==> src/rtl/assert_macros.svh <==
// ----------------------------------------------------------------------------
// Assertion macros
// Shared concurrent assertion wrappers used across the unescaper RTL.
// ----------------------------------------------------------------------------
`ifndef ASSERT_MACROS_SVH
`define ASSERT_MACROS_SVH

// Checked at every rising edge outside reset.
`define AM_ASSERT(label, clk, rst, prop, msg) \
   label: assert property (@(posedge clk) disable iff (rst) prop) else $error(msg);

// Checked at every rising edge, reset included.
`define AM_ASSERT_ALWAYS(label, clk, prop, msg) \
   label: assert property (@(posedge clk) prop) else $error(msg);

`endif

==> src/rtl/jsu_pkg.sv <==
// ----------------------------------------------------------------------------
// JSON string unescaper package
// Shared types and codes for the front decoder, job queue and result sequencer.
// ----------------------------------------------------------------------------
`default_nettype none

package jsu_pkg;

   typedef enum logic [1:0] {
      PH_SEEK = 2'd0,
      PH_BODY = 2'd1,
      PH_ESC  = 2'd2,
      PH_HEX  = 2'd3
   } phase_type;

   typedef enum logic [1:0] {
      KIND_DATA = 2'd0,
      KIND_DONE = 2'd1,
      KIND_ERR  = 2'd2
   } kind_type;

   localparam logic [2:0] ERR_EXPECT_STRING  = 3'd0;
   localparam logic [2:0] ERR_CONTROL        = 3'd1;
   localparam logic [2:0] ERR_UNTERM_ESCAPE  = 3'd2;
   localparam logic [2:0] ERR_INCOMPLETE_HEX = 3'd3;
   localparam logic [2:0] ERR_BAD_HEX        = 3'd4;
   localparam logic [2:0] ERR_SURROGATE      = 3'd5;
   localparam logic [2:0] ERR_BAD_ESCAPE     = 3'd6;
   localparam logic [2:0] ERR_UNTERM_STRING  = 3'd7;

   localparam int QUEUE_DEPTH = 2;
   localparam int QUEUE_PTR_W = 1;

   // One queued job: all results caused by one input byte.
   typedef struct packed {
      logic [1:0]       count;    // number of result beats, 1 to 3
      kind_type         kind;
      logic [2:0]       err;
      logic [2:0][7:0]  bytes;    // data byte of each beat, beat 0 in the low byte
   } job_type;

   typedef struct packed {
      logic full;
      logic empty;
   } queue_status_type;

endpackage

`default_nettype wire

==> src/rtl/json_string_unescape_utf8_top.sv <==
// ----------------------------------------------------------------------------
// JSON string unescaper with UTF-8 output
// Byte-stream parser that decodes JSON string bodies into UTF-8 bytes.
// ----------------------------------------------------------------------------
//
//  Channel  Direction  Payload
//  req_     in         tdata[7:0] in_byte, tuser end_of_text
//  rsp_     out        tdata[7:0] out_byte, tdata[10:8] error_code,
//                      tuser kind, tlast last_of_run
//
//  The block takes a byte every cycle while the result side keeps up and
//  the job queue is not full.
//  A completed \uXXXX escape above 0x7F gives two or three UTF-8 beats, and
//  the result sequencer sends them one beat at a time, so such a byte costs
//  more output bandwidth than input; the two-job queue absorbs the difference.
//  Reset is synchronous and active high and returns the parser to seeking
//  an opening quote with an empty queue and no result pending.
//  req_tready drops only while the job queue is full.
//
// The front end classifies each byte against the parser state (seeking,
// string body, after a backslash, collecting hex digits) and packs all of
// the results that byte causes into one job. The job queue holds up to two
// jobs, and the result sequencer unrolls each job into beats through an
// output register, flagging the final beat of each job with tlast.
// ----------------------------------------------------------------------------
`default_nettype none

module json_string_unescape_utf8_top (
   input  wire logic         clock,
   input  wire logic         reset,

   input  wire logic         req_tvalid,
   output logic              req_tready,
   input  wire logic [7:0]   req_tdata,   // [7:0] in_byte
   input  wire logic         req_tuser,   // [0] end_of_text

   output logic              rsp_tvalid,
   input  wire logic         rsp_tready,
   output logic [15:0]       rsp_tdata,   // [7:0] out_byte, [10:8] error_code, rest zero
   output logic [1:0]        rsp_tuser,   // [1:0] kind
   output logic              rsp_tlast    // last_of_run
);

   jsu_pkg::job_type           push_job;
   jsu_pkg::job_type           head_job;
   jsu_pkg::queue_status_type  q_status;
   logic                       push;
   logic                       pop;
   logic                       accept;
   logic [7:0]                 out_byte;
   logic [2:0]                 error_code;

   // The parser advances on every accepted beat; the queue only needs room
   // when the beat produces results, but a single check keeps timing short.
   assign req_tready = !q_status.full;
   assign accept     = req_tvalid && req_tready;

   jsu_front u_front (
      .clock       (clock),
      .reset       (reset),
      .accept      (accept),
      .in_byte     (req_tdata),
      .end_of_text (req_tuser),
      .job         (push_job),
      .push        (push)
   );

   jsu_queue u_queue (
      .clock    (clock),
      .reset    (reset),
      .push     (push),
      .push_job (push_job),
      .pop      (pop),
      .head_job (head_job),
      .status   (q_status)
   );

   jsu_back u_back (
      .clock      (clock),
      .reset      (reset),
      .head_job   (head_job),
      .status     (q_status),
      .pop        (pop),
      .rsp_tvalid (rsp_tvalid),
      .rsp_tready (rsp_tready),
      .rsp_kind   (rsp_tuser),
      .rsp_byte   (out_byte),
      .rsp_err    (error_code),
      .rsp_last   (rsp_tlast)
   );

   assign rsp_tdata = {5'b00000, error_code, out_byte};

endmodule

`default_nettype wire

==> src/rtl/jsu_front.sv <==
// ----------------------------------------------------------------------------
// JSON string unescaper front end
// Runs the string parser per input byte and turns each byte into a job.
// ----------------------------------------------------------------------------
`default_nettype none

`include "assert_macros.svh"

module jsu_front (
   input  wire logic              clock,
   input  wire logic              reset,
   input  wire logic              accept,
   input  wire logic [7:0]        in_byte,
   input  wire logic              end_of_text,
   output jsu_pkg::job_type       job,
   output logic                   push
);

   localparam logic [7:0] CH_QUOTE     = 8'h22;
   localparam logic [7:0] CH_BACKSLASH = 8'h5C;
   localparam logic [7:0] CH_SLASH     = 8'h2F;
   localparam logic [7:0] CH_SPACE     = 8'h20;
   localparam logic [7:0] CH_TAB       = 8'h09;
   localparam logic [7:0] CH_CR        = 8'h0D;
   localparam logic [7:0] CH_LF        = 8'h0A;
   localparam logic [7:0] CH_B         = 8'h62;
   localparam logic [7:0] CH_F         = 8'h66;
   localparam logic [7:0] CH_N         = 8'h6E;
   localparam logic [7:0] CH_R         = 8'h72;
   localparam logic [7:0] CH_T         = 8'h74;
   localparam logic [7:0] CH_U         = 8'h75;

   jsu_pkg::phase_type phase_ff, phase_in;
   logic [15:0] cp_ff, cp_in;
   logic [1:0]  hc_ff, hc_in;
   logic        hb_ff, hb_in;

   logic [3:0]  digit;
   logic        digit_bad;
   logic [15:0] cp_next;
   logic        hb_now;

   function automatic jsu_pkg::job_type make_err(input logic [2:0] code);
      jsu_pkg::job_type j;
      j       = '0;
      j.count = 2'd1;
      j.kind  = jsu_pkg::KIND_ERR;
      j.err   = code;
      return j;
   endfunction

   function automatic jsu_pkg::job_type make_data(input logic [7:0] b);
      jsu_pkg::job_type j;
      j          = '0;
      j.count    = 2'd1;
      j.kind     = jsu_pkg::KIND_DATA;
      j.bytes[0] = b;
      return j;
   endfunction

   // Hex digit value; a non-hex character counts as zero and is flagged.
   always_comb begin
      digit_bad = 1'b0;
      digit     = 4'd0;
      if (in_byte >= 8'h30 && in_byte <= 8'h39) begin
         digit = in_byte[3:0];
      end else if ((in_byte >= 8'h61 && in_byte <= 8'h66) ||
                   (in_byte >= 8'h41 && in_byte <= 8'h46)) begin
         digit = in_byte[3:0] + 4'd9;
      end else begin
         digit_bad = 1'b1;
      end
   end

   assign cp_next = {cp_ff[11:0], digit};
   assign hb_now  = hb_ff | digit_bad;

   always_ff @(posedge clock) begin
      if (reset) begin
         phase_ff <= jsu_pkg::PH_SEEK;
         cp_ff    <= '0;
         hc_ff    <= '0;
         hb_ff    <= 1'b0;
      end else if (accept) begin
         phase_ff <= phase_in;
         cp_ff    <= cp_in;
         hc_ff    <= hc_in;
         hb_ff    <= hb_in;
      end
   end

   always_comb begin
      phase_in = phase_ff;
      cp_in    = cp_ff;
      hc_in    = hc_ff;
      hb_in    = hb_ff;
      job      = '0;
      unique case (phase_ff)
         jsu_pkg::PH_SEEK: begin
            if (end_of_text) begin
               job = make_err(jsu_pkg::ERR_EXPECT_STRING);
            end else if (in_byte == CH_SPACE || in_byte == CH_TAB ||
                         in_byte == CH_CR || in_byte == CH_LF) begin
               job = '0;
            end else if (in_byte == CH_QUOTE) begin
               phase_in = jsu_pkg::PH_BODY;
            end else begin
               job = make_err(jsu_pkg::ERR_EXPECT_STRING);
            end
         end
         jsu_pkg::PH_BODY: begin
            if (end_of_text) begin
               job      = make_err(jsu_pkg::ERR_UNTERM_STRING);
               phase_in = jsu_pkg::PH_SEEK;
            end else if (in_byte == CH_QUOTE) begin
               job       = '0;
               job.count = 2'd1;
               job.kind  = jsu_pkg::KIND_DONE;
               phase_in  = jsu_pkg::PH_SEEK;
            end else if (in_byte < CH_SPACE) begin
               job      = make_err(jsu_pkg::ERR_CONTROL);
               phase_in = jsu_pkg::PH_SEEK;
            end else if (in_byte == CH_BACKSLASH) begin
               phase_in = jsu_pkg::PH_ESC;
            end else begin
               job = make_data(in_byte);
            end
         end
         jsu_pkg::PH_ESC: begin
            phase_in = jsu_pkg::PH_BODY;
            if (end_of_text) begin
               job      = make_err(jsu_pkg::ERR_UNTERM_ESCAPE);
               phase_in = jsu_pkg::PH_SEEK;
            end else begin
               unique case (in_byte) inside
                  CH_QUOTE, CH_BACKSLASH, CH_SLASH: job = make_data(in_byte);
                  CH_B: job = make_data(8'h08);
                  CH_F: job = make_data(8'h0C);
                  CH_N: job = make_data(8'h0A);
                  CH_R: job = make_data(8'h0D);
                  CH_T: job = make_data(8'h09);
                  CH_U: begin
                     phase_in = jsu_pkg::PH_HEX;
                     cp_in    = '0;
                     hc_in    = '0;
                     hb_in    = 1'b0;
                  end
                  default: begin
                     job      = make_err(jsu_pkg::ERR_BAD_ESCAPE);
                     phase_in = jsu_pkg::PH_SEEK;
                  end
               endcase
            end
         end
         jsu_pkg::PH_HEX: begin
            if (end_of_text) begin
               job      = make_err(jsu_pkg::ERR_INCOMPLETE_HEX);
               phase_in = jsu_pkg::PH_SEEK;
            end else begin
               cp_in = cp_next;
               hb_in = hb_now;
               if (hc_ff != 2'd3) begin
                  hc_in = hc_ff + 2'd1;
               end else begin
                  hc_in = 2'd0;
                  if (hb_now) begin
                     job      = make_err(jsu_pkg::ERR_BAD_HEX);
                     phase_in = jsu_pkg::PH_SEEK;
                  end else if (cp_next >= 16'hD800 && cp_next <= 16'hDFFF) begin
                     job      = make_err(jsu_pkg::ERR_SURROGATE);
                     phase_in = jsu_pkg::PH_SEEK;
                  end else begin
                     phase_in = jsu_pkg::PH_BODY;
                     job      = '0;
                     job.kind = jsu_pkg::KIND_DATA;
                     if (cp_next <= 16'h007F) begin
                        job.count    = 2'd1;
                        job.bytes[0] = cp_next[7:0];
                     end else if (cp_next <= 16'h07FF) begin
                        job.count    = 2'd2;
                        job.bytes[0] = {3'b110, cp_next[10:6]};
                        job.bytes[1] = {2'b10, cp_next[5:0]};
                     end else begin
                        job.count    = 2'd3;
                        job.bytes[0] = {4'b1110, cp_next[15:12]};
                        job.bytes[1] = {2'b10, cp_next[11:6]};
                        job.bytes[2] = {2'b10, cp_next[5:0]};
                     end
                  end
               end
            end
         end
         default: phase_in = jsu_pkg::PH_SEEK;
      endcase
   end

   assign push = accept && (job.count != 2'd0);

   // Only the completion of a unicode escape can give more than one result.
   `AM_ASSERT(a_multi_only_from_hex, clock, reset,
      (accept && job.count > 2'd1) |-> (phase_ff == jsu_pkg::PH_HEX && hc_ff == 2'd3),
      "multi-beat job outside a completed unicode escape")
   // An accepted 'u' escape starts digit collection from a clean slate.
   `AM_ASSERT(a_hex_start_clean, clock, reset,
      (accept && phase_ff == jsu_pkg::PH_ESC && !end_of_text && in_byte == CH_U)
         |=> (phase_ff == jsu_pkg::PH_HEX && hc_ff == 2'd0 && !hb_ff),
      "unicode escape did not start clean")

endmodule

`default_nettype wire

==> src/rtl/jsu_queue.sv <==
// ----------------------------------------------------------------------------
// JSON string unescaper job queue
// Short register FIFO that decouples the parser from the result sequencer.
// ----------------------------------------------------------------------------
`default_nettype none

`include "assert_macros.svh"

module jsu_queue (
   input  wire logic                  clock,
   input  wire logic                  reset,
   input  wire logic                  push,
   input  wire jsu_pkg::job_type      push_job,
   input  wire logic                  pop,
   output jsu_pkg::job_type           head_job,
   output jsu_pkg::queue_status_type  status
);

   localparam int CNT_W = $clog2(jsu_pkg::QUEUE_DEPTH + 1);

   jsu_pkg::job_type slot_ff [jsu_pkg::QUEUE_DEPTH];
   logic [jsu_pkg::QUEUE_PTR_W-1:0] wr_ff, wr_in;
   logic [jsu_pkg::QUEUE_PTR_W-1:0] rd_ff, rd_in;
   logic [CNT_W-1:0]                cnt_ff, cnt_in;

   always_comb begin
      wr_in  = push ? wr_ff + 1'b1 : wr_ff;
      rd_in  = pop  ? rd_ff + 1'b1 : rd_ff;
      cnt_in = cnt_ff;
      if (push && !pop) begin
         cnt_in = cnt_ff + 1'b1;
      end else if (pop && !push) begin
         cnt_in = cnt_ff - 1'b1;
      end
   end

   always_ff @(posedge clock) begin
      if (reset) begin
         wr_ff  <= '0;
         rd_ff  <= '0;
         cnt_ff <= '0;
      end else begin
         wr_ff  <= wr_in;
         rd_ff  <= rd_in;
         cnt_ff <= cnt_in;
      end
   end

   always_ff @(posedge clock) begin
      if (push) begin
         slot_ff[wr_ff] <= push_job;
      end
   end

   assign head_job     = slot_ff[rd_ff];
   assign status.full  = (cnt_ff == CNT_W'(jsu_pkg::QUEUE_DEPTH));
   assign status.empty = (cnt_ff == '0);

   `AM_ASSERT(a_no_overflow, clock, reset, push |-> (!status.full),
      "job pushed into a full queue")
   `AM_ASSERT(a_no_underflow, clock, reset, pop |-> (!status.empty),
      "job popped from an empty queue")

endmodule

`default_nettype wire

==> src/rtl/jsu_back.sv <==
// ----------------------------------------------------------------------------
// JSON string unescaper result sequencer
// Unrolls each queued job into result beats through an output register.
// ----------------------------------------------------------------------------
`default_nettype none

`include "assert_macros.svh"

module jsu_back (
   input  wire logic                  clock,
   input  wire logic                  reset,
   input  wire jsu_pkg::job_type      head_job,
   input  wire jsu_pkg::queue_status_type status,
   output logic                       pop,
   output logic                       rsp_tvalid,
   input  wire logic                  rsp_tready,
   output logic [1:0]                 rsp_kind,
   output logic [7:0]                 rsp_byte,
   output logic [2:0]                 rsp_err,
   output logic                       rsp_last
);

   logic [1:0] idx_ff, idx_in;
   logic       valid_ff, valid_in;
   logic [1:0] kind_ff;
   logic [7:0] byte_ff;
   logic [2:0] err_ff;
   logic       last_ff;

   logic       load;
   logic       beat_last;
   logic [7:0] beat_byte;

   assign load      = !status.empty && (!valid_ff || rsp_tready);
   assign beat_last = (idx_ff == head_job.count - 2'd1);
   assign pop       = load && beat_last;

   always_comb begin
      case (idx_ff)
         2'd0:    beat_byte = head_job.bytes[0];
         2'd1:    beat_byte = head_job.bytes[1];
         2'd2:    beat_byte = head_job.bytes[2];
         default: beat_byte = 8'h00;
      endcase
   end

   always_comb begin
      idx_in   = idx_ff;
      valid_in = valid_ff;
      if (load) begin
         valid_in = 1'b1;
         idx_in   = beat_last ? 2'd0 : idx_ff + 2'd1;
      end else if (rsp_tready) begin
         valid_in = 1'b0;
      end
   end

   always_ff @(posedge clock) begin
      if (reset) begin
         idx_ff   <= '0;
         valid_ff <= 1'b0;
      end else begin
         idx_ff   <= idx_in;
         valid_ff <= valid_in;
      end
   end

   always_ff @(posedge clock) begin
      if (load) begin
         kind_ff <= head_job.kind;
         byte_ff <= beat_byte;
         err_ff  <= head_job.err;
         last_ff <= beat_last;
      end
   end

   assign rsp_tvalid = valid_ff;
   assign rsp_kind   = kind_ff;
   assign rsp_byte   = byte_ff;
   assign rsp_err    = err_ff;
   assign rsp_last   = last_ff;

   // The beat index never runs past the three beats a job can hold.
   `AM_ASSERT_ALWAYS(a_idx_range, clock, reset || idx_ff != 2'd3,
      "beat index out of range")
   // A job leaves the queue exactly when its final beat is loaded.
   `AM_ASSERT(a_pop_marks_last, clock, reset, pop |=> (valid_ff && last_ff),
      "job popped without its final beat in the output register")

endmodule

`default_nettype wire

==> config.mk <==
export PLATFORM = sky130hd
export DESIGN_NAME = json_string_unescape_utf8_top
export DESIGN_NICKNAME = d
export VERILOG_FILES = /design/src/rtl/jsu_pkg.sv /design/src/rtl/json_string_unescape_utf8_top.sv /design/src/rtl/jsu_front.sv /design/src/rtl/jsu_queue.sv /design/src/rtl/jsu_back.sv
export VERILOG_INCLUDE_DIRS = /design/src /design/src/rtl
export SDC_FILE = /design/constraint.sdc
export NUM_CORES = 1
export LEC_CHECK = 0
export BUFFER_PORTS_ARGS = -buffer_cell sky130_fd_sc_hd__buf_2
export CORE_MARGIN = 2
export CORE_UTILIZATION = 45
export DETAILED_ROUTE_END_ITERATION = 8
export PLACE_DENSITY = 0.72
export SETUP_SLACK_MARGIN = 0.02
export SYNTH_ARGS = -nofsm -noshare
export SYNTH_HDL_FRONTEND = slang
export SYNTH_HIERARCHICAL = 1
export SYNTH_SLANG_ARGS = --single-unit
==> constraint.sdc <==
create_clock -name clock -period 4.46 [get_ports clock]
set_input_delay 0.446 -clock clock [delete_from_list [all_inputs] [get_ports clock]]
set_output_delay 0.446 -clock clock [all_outputs]
set_load 0.01 [all_outputs]
* After elaboration in Yosys (flattened, before gate mapping)
Memories as Yosys holds them, arrays and structs flattened. A register that Yosys moved wholly into a read port is not among the register bits.
Index checks and enable logic that the tools add are counted.
** Word-level totals
- Memories :: 1
- Latch bits :: 0
- Bits in writable memories :: 62
- Bits in registers :: 38
- Input bits :: 13
- Output and inout bits :: 21
- Word-level logic and storage cells :: 155
- Memory bits (read-only) :: 0
** Cells by class
- Bitwise gates (word level) :: 1
- Reduce and logical (&&, ||, !) cells :: 31
- Eq/ne operators :: 29
- Shift-type cells :: 0
- Divide/modulo/power cells :: 0
- Multiplexer cells :: 61
- Add/sub/neg operators :: 8
- $lt $le $gt $ge :: 11
- Multipliers :: 0
** Memories
- u_queue.slot_ff :: words 2, width 31, rd ports 1, clocked after Yosys merged registers in 1, write ports 1, RTL line jsu_queue.sv:21 : jsu_pkg::job_type slot_ff [jsu_pkg::QUEUE_DEPTH];
** Operator list (number)
- 2-to-1 mux 31 bit :: 10
- case mux 30 bit (7 select lines) :: 1
- case mux 31 bit (4 select lines) :: 1
- 2-to-1 mux 30 bit :: 2
- equality test 8 x 7 -> 1 bit, second input constant :: 7
- 2-to-1 mux 2 bit :: 19
- 2-to-1 mux 12 bit :: 3
- equality test 8 x 4 -> 1 bit, second input constant :: 3
- equality test 8 x 6 -> 1 bit, second input constant :: 3
- case mux 12 bit (2 select lines) :: 1
- case mux 8 bit (3 select lines) :: 1
- greater-or-equal comparator 16 bit, second input constant :: 1
- greater-or-equal comparator 8 x 7 -> 1 bit, second input constant :: 2
- <= comparator 16 x 11 -> 1 bit, second input constant :: 1
- <= comparator 16 bit, second input constant :: 1
- <= comparator 16 x 7 -> 1 bit, second input constant :: 1
- <= comparator 8 x 7 -> 1 bit, second input constant :: 2
- 2-to-1 mux 16 bit :: 1
- 2-to-1 mux 8 bit :: 2
- 2-to-1 mux 14 bit :: 1
- 2-to-1 mux 1 bit :: 13
- logical AND 1 bit :: 10
- inequality test 2 bit, second input constant :: 5
- equality test 2 bit, second input constant :: 4
- other kinds (25) :: 46

* Logic depth before layout (Yosys ltp)
Gate-level depths: netlist of run 1.
- Word-level depth :: 19
- Depth in mapped cells :: 11
- Depth with buffers taken out :: 11

* Cells and area by module
The synthesis of run 1 kept the hierarchy.
** By module, submodules not included
- jsu_queue :: area an instance 2433.6 um^2, cells an instance 118, sequential area each 1961.9 um^2, times used 1
- jsu_front :: area an instance 1779.2 um^2, cells an instance 250, sequential area each 340.3 um^2, times used 1
- jsu_back :: area an instance 773.2 um^2, cells an instance 57, sequential area each 480.5 um^2, times used 1
- json_string_unescape_utf8_top :: area an instance 51.3 um^2, cells an instance 8, sequential area each 0.0 um^2, times used 1

* Worst setup path after synthesis of run 1
Ideal clock, no wire load.
- Path kind :: input to register
- From :: in req_tdata[0]
- To :: mem u_queue/slot_ff[0][0] in the netlist's numbering, enable pin
- Buffers on the path :: 0
- Cell stages on the path :: 8
- Slack :: 0.824 ns
- Arrival time :: 3.213 ns
- Setup time :: 0.423 ns
- Required time :: 4.037 ns
- Cell sequence :: inv_1 -> ha_1 -> nand2_1 -> o32ai_1 -> or4_1 -> o22ai_1 -> a311oi_1 -> nor2b_1
** On the way
- Cells in the longest elaborated chain, start to end :: 17
- Elaborated cells on any way between the ends :: 59
- Classes of those cells :: add/sub: 1; order compare: 11; eq/ne: 13; mux: 22; bitwise: 1; reduce/logical: 11
** RTL lines
- start: declaration :: RTL line json_string_unescape_utf8_top.sv:34 : input wire logic [7:0] req_tdata,
- greater-or-equal comparator 8 x 7 -> 1 bit (tied with other cells) :: RTL line jsu_front.sv:67 : end else if ((in_byte >= 8'h61 && in_byte <= 8'h66) ||
- logical AND 1 bit (on tied branches) :: RTL line jsu_front.sv:67, jsu_front.sv:68
- logical OR 1 bit :: RTL line jsu_front.sv:67
- 2-to-1 mux 4 bit :: RTL line jsu_front.sv:67
- 2-to-1 mux 4 bit :: RTL line jsu_front.sv:65 : if (in_byte >= 8'h30 && in_byte <= 8'h39) begin
- <= comparator 16 x 11 -> 1 bit :: RTL line jsu_front.sv:179 : end else if (cp_next <= 16'h07FF) begin
- 2-to-1 mux 1 bit :: RTL line jsu_front.sv:179
- 2-to-1 mux 2 bit :: RTL line jsu_front.sv:176 : if (cp_next <= 16'h007F) begin
- [... 2 more ...]
- 2-to-1 mux 31 bit :: RTL line jsu_front.sv:162 : if (hc_ff != 2'd3) begin
- 2-to-1 mux 31 bit :: RTL line jsu_front.sv:156 : if (end_of_text) begin
- case mux 31 bit (4 select lines) (*) :: RTL line jsu_front.sv:98 : unique case (phase_ff)
- nonzero test 2 bit (*) :: RTL line jsu_front.sv:197 : assign push = accept && (job.count != 2'd0);
- logical AND 1 bit (*) :: RTL line jsu_front.sv:197
- net push :: RTL line json_string_unescape_utf8_top.sv:47 : logic push;
- 2-to-1 mux 1 bit (*) :: RTL line jsu_queue.sv:50 : if (push) begin
- 2-to-1 mux 1 bit (implied by the code) (*) :: RTL line jsu_queue.sv:51 : slot_ff[wr_ff] <= push_job;
- end: declaration :: RTL line jsu_queue.sv:21
The timed path passes the listed nets; every way through them passes the cells marked *.

==> results of run 1 <==
## cells by family after synthesis
| group | after synthesis | synth area share, % |
|---|---|---|
| flip-flops | 101 | 55.2 |
| adder cells (fa/ha/maj) | 10 | 2.48 |
| AND/OR/NAND/NOR | 141 | 15.3 |
| XOR/XNOR | 6 | 1.04 |
| multiplexers | 34 | 7.60 |
| AO/OA/AOI/OAI | 92 | 13.8 |
| buffers and inverters | 47 | 4.45 |
| other | 2 | 0.149 |
## sequential cells by signal (all words and copies together), names as in the netlist, named ones only
signal,flops
u_back/rsp_byte,8
u_queue/slot_ff,62
u_back/rsp_tvalid,1
u_queue/cnt_ff,2
u_back/rsp_last,1
u_front/phase_ff,2
u_back/rsp_err,3
u_front/hb_ff,1
u_back/idx_ff,2
u_queue/wr_ff,1
u_front/hc_ff,2
u_front/cp_ff,12
u_back/rsp_kind,2
u_queue/rd_ff,1
## report_power, final
group	internal, mW	switching, mW	total (mW)
sequential	1.23	0.0654	1.30
combinational	0.263	0.364	0.628
clock	0.306	0.304	0.610
## how the worst min path moves through the flow
stage,from,endpoint
floorplan,u_front/hb_ff,u_front/hb_ff
global placement,u_front/hb_ff,u_front/hb_ff
detailed placement,u_front/hb_ff,u_front/hb_ff
CTS,rsp_tready,u_back/rsp_tvalid
global route,rsp_tready,u_back/rsp_tvalid
finish,rsp_tready,u_back/rsp_tvalid
## placed cells by master (no fill, tap or decap), types with 4 or more instances in the layout
cell type,Yosys,final
sky130_fd_sc_hd__a21oi_1,13,13
sky130_fd_sc_hd__a222oi_1,8,8
sky130_fd_sc_hd__a22oi_1,17,17
sky130_fd_sc_hd__and3_1,8,8
sky130_fd_sc_hd__buf_2,5,28
sky130_fd_sc_hd__buf_4,9,5
sky130_fd_sc_hd__clkbuf_8,0,9
sky130_fd_sc_hd__conb_1,2,7
sky130_fd_sc_hd__dfxtp_1,25,25
sky130_fd_sc_hd__edfxtp_1,76,76
sky130_fd_sc_hd__ha_1,10,10
sky130_fd_sc_hd__inv_1,14,14
sky130_fd_sc_hd__mux2_2,31,31
sky130_fd_sc_hd__nand2_1,16,16
sky130_fd_sc_hd__nand2b_1,5,5
sky130_fd_sc_hd__nand3_1,6,6
sky130_fd_sc_hd__nor2_1,54,54
sky130_fd_sc_hd__nor3_1,7,7
sky130_fd_sc_hd__nor4_1,6,6
sky130_fd_sc_hd__o211ai_1,4,4
sky130_fd_sc_hd__o21ai_0,9,9
sky130_fd_sc_hd__o32ai_1,5,5
sky130_fd_sc_hd__or4_1,5,5
## synthesized netlist by cell type, types with 9 or more instances
master,number
sky130_fd_sc_hd__dfxtp_1,25
sky130_fd_sc_hd__a21oi_1,13
sky130_fd_sc_hd__inv_1,14
sky130_fd_sc_hd__nand2_1,16
sky130_fd_sc_hd__buf_4,9
sky130_fd_sc_hd__a22oi_1,17
sky130_fd_sc_hd__clkbuf_1,14
sky130_fd_sc_hd__mux2_2,31
sky130_fd_sc_hd__o21ai_0,9
sky130_fd_sc_hd__edfxtp_1,76
sky130_fd_sc_hd__ha_1,10
sky130_fd_sc_hd__nor2_1,54
## tightest hold or removal path: stages
cell and delay (ns):
sky130_fd_sc_hd__buf_2 0.10, sky130_fd_sc_hd__nor2b_4 0.04, sky130_fd_sc_hd__nor2b_1 0.10, sky130_fd_sc_hd__nor2_1 0.04
## per-layer routing
metal / vias to the layer above / GRT usage, %
li1: 1672 / -
met1: 1736 / 25.8
met2: 141 / 28.7
met3: 30 / 4.15
met4: 0 / 8.05
met5: - / 0
## layout make-up
class / instances / area share (%)
multi-input cells: 290 / 37.5
well taps: 140 / 3.20
repair buffers: 33 / 3.25
clock buffers: 13 / 3.71
clock inverters: 3 / 0.389
inverters: 15 / 1.03
flip-flops and latches: 101 / 50.9
## per-stage QoR
step                      instance area, um2  util (%)
after floorplan                         5060         -
after global placement                  5240      48.2
after detailed placement                5240      48.2
after CTS                               5470      50.2
after global routing                    5470      50.2
final                                   5470      50.2
==> metrics.md, run 1 <==
| Metric | Value |
|---|---|
| Result of the run | finished, final reports clean |
| Synth area leader | sky130_fd_sc_hd__edfxtp_1 |
| Syn Area/Cell | ~12 um2 |
| Fraction of final layout cells with drive strength greater than 1 | 20.4% |
| Startpoint kind of the worst setup timing path | flop |
| Cell at the slowest stage of the critical path | sky130_fd_sc_hd__dfxtp_1 |
| Total iterations of the first detailed-routing run | 5 |
| IO Pins | 34 |
| Cell count after placement | 579 |
| Yosys synthesis warning count | 6 |
| Starting DRT DRC Count | between 400 and 500 |
| Clock skew after layout | about 0.013 ns |
| Register area | 2780 um2 |
| Power after layout | 2.54 mW |
| Crit path depth | 9 |
| Power per standard cell area | 464 nW/um2 |
| Number of buffers added by the clock tree synthesis step | 9 |
| Fin. max-slew vios | 0 |
| Setup violators final | 0 |
| Footprint of the multi-input gates | 2050 um2 |
| TritonCTS clock tree | done |
| Max frequency | 342 MHz |
| Critical path peak fanout | 26 |
| Highest layer used for signal routing | met4 |
| Gate count of the mapped netlist | between 400 and 500 |
| Overall routed net length | 10.8 mm |
| Worst Setup Slack, final | around 1.5 ns |
| Worst Setup Slack post-DPL | 1.27 ns |
| Worst IR drop on VDD | roughly 0.00031 V |
| Initial antenna violation count | 0 |
| Count of clock tree sinks | 101 |
| Top cell type's share of synthesized area | between 40% and 50% |
| Hold depth | 4 |
| Tmin final | a little under 3 ns |
| Maximum number of buffers from clock root to sink | 2 |
| Area grow syn2layout | 8.54% |
| Die X-Extent | about 110 um |
| Required time worst endpoint | approximately 4.8 ns |
| Number of port buffers | 28 |
| Number of max-cap violations | 0 |
| Largest net degree at the start of global routing | 32 |
| Sequential cell area fraction in the yosys report | 55.2% |
| Actual transition at the worst max-transition pin | between 0.9 and 1 ns |
| Synth async-reset ratio | 0% |
| Cells resized by post-CTS repair | 0 |
| CTS H-Tree Depth | 3 |
| Main flop type after synthesis | sky130_fd_sc_hd__edfxtp_1 |
| Setup TNS Final | 0 ns |
| Cells taking the most area after synthesis | sky130_fd_sc_hd__edfxtp_1 45%, sky130_fd_sc_hd__dfxtp_1 9.9%, sky130_fd_sc_hd__mux2_2 6.9% |
| Post-route DRC | 0 |
| Type of the worst min-delay path | in -> reg |
| Static power due to leakage | just under 2 nW |
| Biggest cell delay along the critical path | 0.46 ns |
| Routed length on met1 | 4.86 mm |
| Register-to-register setup slack | 1.53 ns |
| Setup bufs post-CTS | 0 |
| Vias in the first global route | 3327 |
| Number of buffers inserted for hold repair after clock tree synthesis | 0 |
| Vias per cell | 6.02 |
| Wire length on met3 | about 630 um |
| WP data arrival | between 3 and 4 ns |
| Effective utilization at floorplan | roughly 46% |
| Unrepaired setup endpoints after global routing | false |
| Count of nets after finishing | 473 |
| Detailed Place HPWL | 7.47 mm |
| Max-slew headroom | 34.4% |
| Worst Reg2Reg Path Length in Cells | 9 |
| Die height | 110 um |
| Post-synthesis register bit count | 101 |
| Number of antenna cells inserted | 0 |
| Average wire per standard cell | 18.1 um |
| Timing endpoint of the critical path | u_queue/cnt_ff[1] |
| GRT Total Usage | 18.8% |
| Distinct cell type count after synthesis | 73 |
| Num rows | 38 |
| Mapped cell area | 5040 um2 |
| Capturing point of the worst reg2reg path | u_queue/cnt_ff[1] |
| Post-route clock period utilization | approximately two thirds |
| Clock latency at the later pin of the worst-skew pair | 0.36 ns |
| Type of the setup path with the least slack | reg -> reg |
| Post-Route Hold Slack | 0.403 ns |
| Wire length of the first global-routing pass | 17.1 mm |
| WL met2 | around 4.9 mm |
| Clock Tree Root | sky130_fd_sc_hd__clkbuf_8 |
| Clk slew on worst S/H paths | 0.10 ns |
| Fillers | 977 |
| Worst Path Buf+Inv | 2 |
| Final ANT Viol Nets | 0 |
| Number of enable-type register cells in the synthesized netlist | 76 |
| Leftover overflow at the end of global routing | 0 |
| Placeable core area | 10900 um2 |
| Family with the most delay on the worst path | multiplexers |
| Final count of hold timing violations | 0 |
| Worst-path cell chain | buf_4 -> mux2_2 -> xnor2_1 -> mux2i_2 -> and2_1 -> inv_1 -> ha_1 -> or3_1 -> a21oi_1 |
| Layout Cells excl Fill | 595 |
| Overall via count from detail_route | 3579 |
| DIE AREA | 12100 um2 |
| Endpoint type of the worst setup path | flop |
| GP Congestion | approximately 0.95 |
Note: power is estimated with default switching activity, not from simulation.
==> run 2, diff against run 1 <==
--- a/config.mk
+++ b/config.mk
@@ -10,7 +10,7 @@
 export CORE_MARGIN = 2
 export CORE_UTILIZATION = 45
 export DETAILED_ROUTE_END_ITERATION = 8
-export PLACE_DENSITY = 0.72
+export PLACE_DENSITY = 0.75
 export SETUP_SLACK_MARGIN = 0.02
 export SYNTH_ARGS = -nofsm -noshare
 export SYNTH_HDL_FRONTEND = slang
==> constraint.sdc (replaced) <==
create_clock -name clock -period 2.55 [get_ports clock]
set_input_delay 0.255 -clock clock [delete_from_list [all_inputs] [get_ports clock]]
set_output_delay 0.255 -clock clock [all_outputs]
set_load 0.01 [all_outputs]
==> metrics.md, run 2 (synthesis results as in run 1) <==
| Metric | Value |
|---|---|
| Result of the run | finished, final reports clean |
| Endpoint type of the worst setup path | flop |
| Max-slew headroom | 62.0% (+28 points) |
| GP Congestion | 0.969 (+2.1%) |
| Hold Path Origin | rsp_tready |
| Clock skew after layout | 0.0107 ns (-0.00255 ns) |
| Post-route clock period utilization | 93.6% (+28 points) |
| Number of buffers added by the clock tree synthesis step | 9 (unchanged) |
| Max frequency | 419 MHz (+23%) |
| WP data arrival | 2.67 ns (-0.55 ns) |
| Power per standard cell area | 777 nW/um2 (+68%) |
| Worst Reg2Reg Path Length in Cells | 9 (unchanged) |
| Switching part of the total power | 28.9% (-0.032 points) |
| Total iterations of the first detailed-routing run | 7 (+2) |
| Overall via count from detail_route | 3616 (+1.0%) |
| Number of antenna cells inserted | 0 (unchanged) |
| Fraction of final layout cells with drive strength greater than 1 | 26.1% (+5.7 points) |
| Tmin final | 2.39 ns (-0.537 ns) |
| Detailed Place HPWL | 7.78 mm (+4.2%) |
| Vias in the first global route | 3495 (+5.0%) |
| Actual transition at the worst max-transition pin | 0.564 ns (-0.416 ns) |
| Hold depth | 4 (unchanged) |
| Power after layout | 4.45 mW (+75%) |
| Required time worst endpoint | 2.83 ns (-1.93 ns) |
| Count of nets after finishing | 504 (+6.6%) |
| Clock network fraction of total power | 22.4% (-1.6 points) |
| Die X-Extent | 110 um (unchanged) |
| Fillers | 914 (-6.4%) |
| Clock latency at the later pin of the worst-skew pair | 0.35 ns (about the same) |
| Clock Tree Root | sky130_fd_sc_hd__clkbuf_8 |
| Effective utilization at floorplan | 46.3% (unchanged) |
| Register-to-register setup slack | 0.16 ns (-1.37 ns) |
| Starting DRT DRC Count | 323 (-33%) |
| Wire length of the first global-routing pass | 17.4 mm (+1.8%) |
| Post-route DRC | 0 (unchanged) |
| Post-route core utilization | 52.5% (+2.3 points) |
| Static power due to leakage | 2.10 nW (+7.8%) |
| Setup violators final | 0 (unchanged) |
| Startpoint kind of the worst setup timing path | flop |
| Most frequent cells in the layout | 76 x sky130_fd_sc_hd__edfxtp_1, 54 x sky130_fd_sc_hd__nor2_1, 34 x sky130_fd_sc_hd__buf_4 |
| Final count of hold timing violations | 0 (unchanged) |
| Overall routed net length | 10.8 mm (+0.38%) |
| Num rows | 38 (unchanged) |
| CTS H-Tree Depth | 3 (unchanged) |
| Area grow syn2layout | 13.6% |
| GRT Total Usage | 18.9% (+0.085 points) |
| Fin. max-slew vios | 0 (unchanged) |
| Internal Power | 3.16 mW (+75%) |
| Initial antenna violation count | 0 (unchanged) |
| Worst IR drop on VDD | 0.000401 V (+28%) |
| IO Pins | 34 (unchanged) |
| Capturing point of the worst reg2reg path | u_queue/cnt_ff[1] |
| Largest net degree at the start of global routing | 32 (unchanged) |
| Number of port buffers | 28 (unchanged) |
| Comb power frac | 26.8% (+2.0 points) |
| Count of clock tree sinks | 101 (unchanged) |
| Leftover overflow at the end of global routing | 0 (unchanged) |
| Placeable core area | 10900 um2 (unchanged) |
| DIE AREA | 12100 um2 (unchanged) |
| Most common library cell in the layout ignoring fill and taps | sky130_fd_sc_hd__edfxtp_1 |
| Type of the worst min-delay path | in -> reg |
| Critical path peak fanout | 4 (-85%) |
| Sequential cell fraction of total power | 50.8% (-0.4 points) |
| Largest register by flop count | u_queue/slot_ff |
| Flip-flop count of the largest register after layout | 62 (unchanged) |
| Clk slew on worst S/H paths | 0.09 ns (about the same) |
| Endpoint, Worst Hold | u_back/rsp_tvalid |
| Vias per cell | 5.78 (-4.0%) |
| Die height | 110 um (unchanged) |
| Number of max-cap violations | 0 (unchanged) |
| Average wire per standard cell | 17.3 um (-4.6%) |
| Final ANT Viol Nets | 0 (unchanged) |
| Type of the setup path with the least slack | reg -> reg |
| Net load switching power | 1.29 mW (+75%) |
| Maximum number of buffers from clock root to sink | 2 (unchanged) |
| TritonCTS clock tree | done |
| Unrepaired setup endpoints after global routing | false |
-- run 2: worst max-delay path by stage --
stage	start	end	slack, ns	cells after the start
after detailed placement	req_tdata[0]	u_queue/cnt_ff[1]	-0.03	12
after global placement	req_tdata[0]	u_queue/cnt_ff[1]	0.03	12
after CTS	flop	u_queue/cnt_ff[1]	0.08	9
after floorplan	req_tdata[0]	u_queue/slot_ff[0][0]	0.09	8
final	flop	u_queue/cnt_ff[1]	0.16	9
after global routing	flop	u_queue/cnt_ff[1]	0.05	9
-- run 2: per-layer routing --
| layer | routed length (um) | up-vias | track usage (%) |
|---|---|---|---|
| met4 | 283 | 0 | 7.78 |
| met1 | 4870 | 1746 | 25.6 |
| met2 | 5160 | 121 | 30.5 |
| met5 | 0 | - | 0 |
| met3 | 499 | 21 | 2.67 |
| li1 | - | 1728 | - |
-- run 2: per-stage QoR --
step                cell area (um2)  std cells  hold WS, ns  setup TNS, ns  setup WS [ns]
CTS                            5710        625        0.226              0         0.0836
finish                         5720        626        0.235              0          0.162
global route                   5720        626        0.246              0         0.0497
global placement               5510        609        0.461              0         0.0336
floorplan                      5070        438        0.324              0         0.0896
detailed placement             5510        609        0.467        -0.0253        -0.0253
-- run 2: timing repair --
item                       in CTS  in global routing
hold buffers                    0                  0
buffers inserted                0                  1
setup endpoints to repair       0                  1
resized for setup               0                  1
-- run 2: worst max-delay path, cell delays in order (launching register included) --
cell	delay, ns
sky130_fd_sc_hd__dfxtp_2	0.37
sky130_fd_sc_hd__mux2_2	0.35
sky130_fd_sc_hd__xnor2_1	0.22
sky130_fd_sc_hd__mux2i_2	0.30
sky130_fd_sc_hd__and2_1	0.20
sky130_fd_sc_hd__inv_1	0.08
sky130_fd_sc_hd__ha_1	0.19
sky130_fd_sc_hd__xor2_1	0.15
sky130_fd_sc_hd__or3_1	0.32
sky130_fd_sc_hd__a21oi_1	0.14
-- run 2: power by group through the flow --
stage	sequential [mW]	clock (mW)	combinational [mW]
finish	2.26	0.994	1.19
global route	2.30	1.09	1.31
CTS	2.26	1.02	1.19
detailed placement	2.30	0	1.18
global placement	2.29	0	1.15
floorplan	2.34	0	0.718
-- run 2: area by class of cell --
class	count	area (um2)	area share [%]
Sequential cell	101	2780	48.7
Multi-Input combinational cell	290	2060	36.1
Timing Repair Buffer	64	435	7.61
Clock buffer	12	178	3.11
Tap cell	140	175	3.06
Inverter	15	56.3	0.984
Clock inverter	4	27.5	0.481
==> run 3, diff against run 2 <==
--- a/config.mk
+++ b/config.mk
@@ -7,9 +7,10 @@
 export NUM_CORES = 1
 export LEC_CHECK = 0
 export BUFFER_PORTS_ARGS = -buffer_cell sky130_fd_sc_hd__buf_2
-export CORE_MARGIN = 2
+export CORE_MARGIN = 5
 export CORE_UTILIZATION = 45
 export DETAILED_ROUTE_END_ITERATION = 8
+export MAX_ROUTING_LAYER = met4
 export PLACE_DENSITY = 0.75
 export SETUP_SLACK_MARGIN = 0.02
 export SYNTH_ARGS = -nofsm -noshare
==> metrics.md, run 3 (synthesis results as in run 1) <==
| Metric | Value |
|---|---|
| Result of the run | finished, final reports clean |
| GRT Total Usage | 17.4% (-1.6 points) |
| Most frequent cells in the layout | 76 x sky130_fd_sc_hd__edfxtp_1, 54 x sky130_fd_sc_hd__nor2_1, 31 x sky130_fd_sc_hd__mux2_2 |
| Overall routed net length | 11.1 mm (+2.7%) |
| Worst Setup Slack, final | 0.161 ns (-0.00122 ns) |
| Static power due to leakage | 2.07 nW (-1.3%) |
| Post-route clock period utilization | 93.7% (about the same) |
| Die X-Extent | 116 um (+5.5%) |
| Post-Place Cell Area | 5480 um2 (-0.55%) |
| GP Congestion | 0.948 (-2.2%) |
| Comb power frac | 27.0% (+0.2 points) |
| Required time worst endpoint | 2.82 ns (about the same) |
| Clock Tree Root | sky130_fd_sc_hd__clkbuf_8 |
| IO Pins | 34 (unchanged) |
| Internal Power | 3.12 mW (-1.4%) |
| Placeable core area | 10900 um2 (unchanged) |
| Overall via count from detail_route | 3651 (+0.97%) |
| Worst Setup Slack post-DPL | -0.105 ns (-0.0798 ns) |
| Area of all placed cells without fillers | 5670 um2 (-0.81%) |
| Sequential cell fraction of total power | 51.3% (+0.5 points) |
| Count of nets after finishing | 500 (-0.79%) |
| Clock latency at the later pin of the worst-skew pair | 0.35 ns (about the same) |
| WL met2 | 5.28 mm (+2.3%) |
| Leftover overflow at the end of global routing | 0 (unchanged) |
| Largest net degree at the start of global routing | 32 (unchanged) |
| CTS H-Tree Depth | 3 (unchanged) |
| WP data arrival | 2.66 ns (about the same) |
| Post-Route Hold Slack | 0.233 ns (-0.00170 ns) |
| Die height | 116 um (+5.5%) |
| Number of max-cap violations | 0 (unchanged) |
| Clock network fraction of total power | 21.8% (-0.6 points) |
| Total iterations of the first detailed-routing run | 5 (-2) |
| Starting DRT DRC Count | 366 (+13%) |
| Post-route DRC | 0 (unchanged) |
| Setup TNS Final | 0 ns (unchanged) |
| Flip-flop count of the largest register after layout | 62 (unchanged) |
| Highest layer used for signal routing | met4 |
| Unrepaired setup endpoints after global routing | false |
| Vias per cell | 5.87 (+1.6%) |
| Most common library cell in the layout ignoring fill and taps | sky130_fd_sc_hd__edfxtp_1 |
| Tmin final | 2.39 ns (+0.00122 ns) |
| Type of the setup path with the least slack | reg -> reg |
| Clk slew on worst S/H paths | 0.09 ns (about the same) |
| Fraction of final layout cells with drive strength greater than 1 | 25.3% (-0.82 points) |
| Number of antenna cells inserted | 0 (unchanged) |
| Power per standard cell area | 778 nW/um2 (about the same) |
| Worst IR drop on VDD | 0.000695 V (+74%) |
| Wire length of the first global-routing pass | 17.7 mm (+1.7%) |
| Effective utilization at floorplan | 46.3% (unchanged) |
| Setup violators final | 0 (unchanged) |
| Number of port buffers | 28 (unchanged) |
| Max frequency | 419 MHz (about the same) |
| DIE AREA | 13400 um2 (+11%) |
| Final ANT Viol Nets | 0 (unchanged) |
| Endpoint type of the worst setup path | flop |
| Largest register by flop count | u_queue/slot_ff |
| Maximum number of buffers from clock root to sink | 2 (unchanged) |
| Average wire per standard cell | 17.8 um (+3.3%) |
| Vias in the first global route | 3461 (-0.97%) |
| Switching part of the total power | 29.4% (+0.45 points) |
| Final count of hold timing violations | 0 (unchanged) |
| Max-slew headroom | 55.7% (-6.3 points) |
| TritonCTS clock tree | done |
| Actual transition at the worst max-transition pin | 0.658 ns (+0.0936 ns) |
| Fillers | 936 (+2.4%) |
| Type of the worst min-delay path | in -> reg |
| Routed length on met1 | 5.08 mm (+4.3%) |
| Startpoint kind of the worst setup timing path | flop |
| Area grow syn2layout | 12.6% |
| Number of buffers inserted for hold repair after clock tree synthesis | 0 (unchanged) |
| Num rows | 38 (unchanged) |
| Wire length on met3 | 566 um (+13%) |
| Count of clock tree sinks | 101 (unchanged) |
| Net load switching power | 1.30 mW (+0.77%) |
| Critical path peak fanout | 4 (unchanged) |
| Fin. max-slew vios | 0 (unchanged) |
| Detailed Place HPWL | 7.96 mm (+2.4%) |
| Clock skew after layout | 0.0101 ns (-0.000576 ns) |
| Number of buffers added by the clock tree synthesis step | 9 (unchanged) |
| Initial antenna violation count | 0 (unchanged) |
## run 3: repair_timing
action / CTS / global route
gates resized for setup: 0 / 1
setup buffers: 0 / 1
setup endpoints to repair: 0 / 1
## run 3: cell type report
class / instances / area (um2) / area share (%)
multi-input cells: 290 / 2060 / 36.4
clock buffers: 14 / 174 / 3.07
well taps: 140 / 175 / 3.09
flip-flops and latches: 101 / 2780 / 49.1
repair buffers: 60 / 405 / 7.14
clock inverters: 2 / 15.0 / 0.265
inverters: 15 / 56.3 / 0.992
## run 3: per-layer routing
layer,track usage (%),up-vias
met4,6.11,0
met5,-,-
met3,2.61,19
met2,26.7,124
met1,23.5,1784
li1,-,1724
## run 3: power by group through the flow
stage                     logic (mW)  clock network, mW  registers (mW)
after floorplan                0.718                  0            2.34
after global placement          1.14                  0            2.28
after detailed placement        1.18                  0            2.30
after CTS                       1.18              0.971            2.27
after global routing            1.29               1.03            2.29
final                           1.19              0.961            2.26
## run 3: per-stage QoR
stage                     total power, mW  std cells  util (%)
after global routing                 4.61        622      52.1
after global placement               3.43        605      50.3
after CTS                            4.42        621      52.0
final                                4.41        622      52.1
after detailed placement             3.48        605      50.3
after floorplan                      3.06        438         -
## run 3: worst max-delay path, cell delays in order, from the launching register on
cell and delay [ns]:
sky130_fd_sc_hd__dfxtp_2 0.38, sky130_fd_sc_hd__mux2_2 0.35, sky130_fd_sc_hd__xnor2_1 0.20, sky130_fd_sc_hd__mux2i_2 0.27, sky130_fd_sc_hd__and2_1 0.20, sky130_fd_sc_hd__inv_1 0.08
sky130_fd_sc_hd__ha_1 0.31, sky130_fd_sc_hd__or3_1 0.36, sky130_fd_sc_hd__a21oi_1 0.15
## run 3: worst paths after layout
path,slack (ns),start,endpoint,cells after the start
worst max-delay path,0.16,flop,u_queue/cnt_ff[1],8
worst min-delay path,0.23,rsp_tready,u_back/rsp_tvalid,4
worst max register to register,0.16,flop,u_queue/cnt_ff[1],8
worst min register to register,0.49,u_front/hb_ff,u_front/hb_ff,2
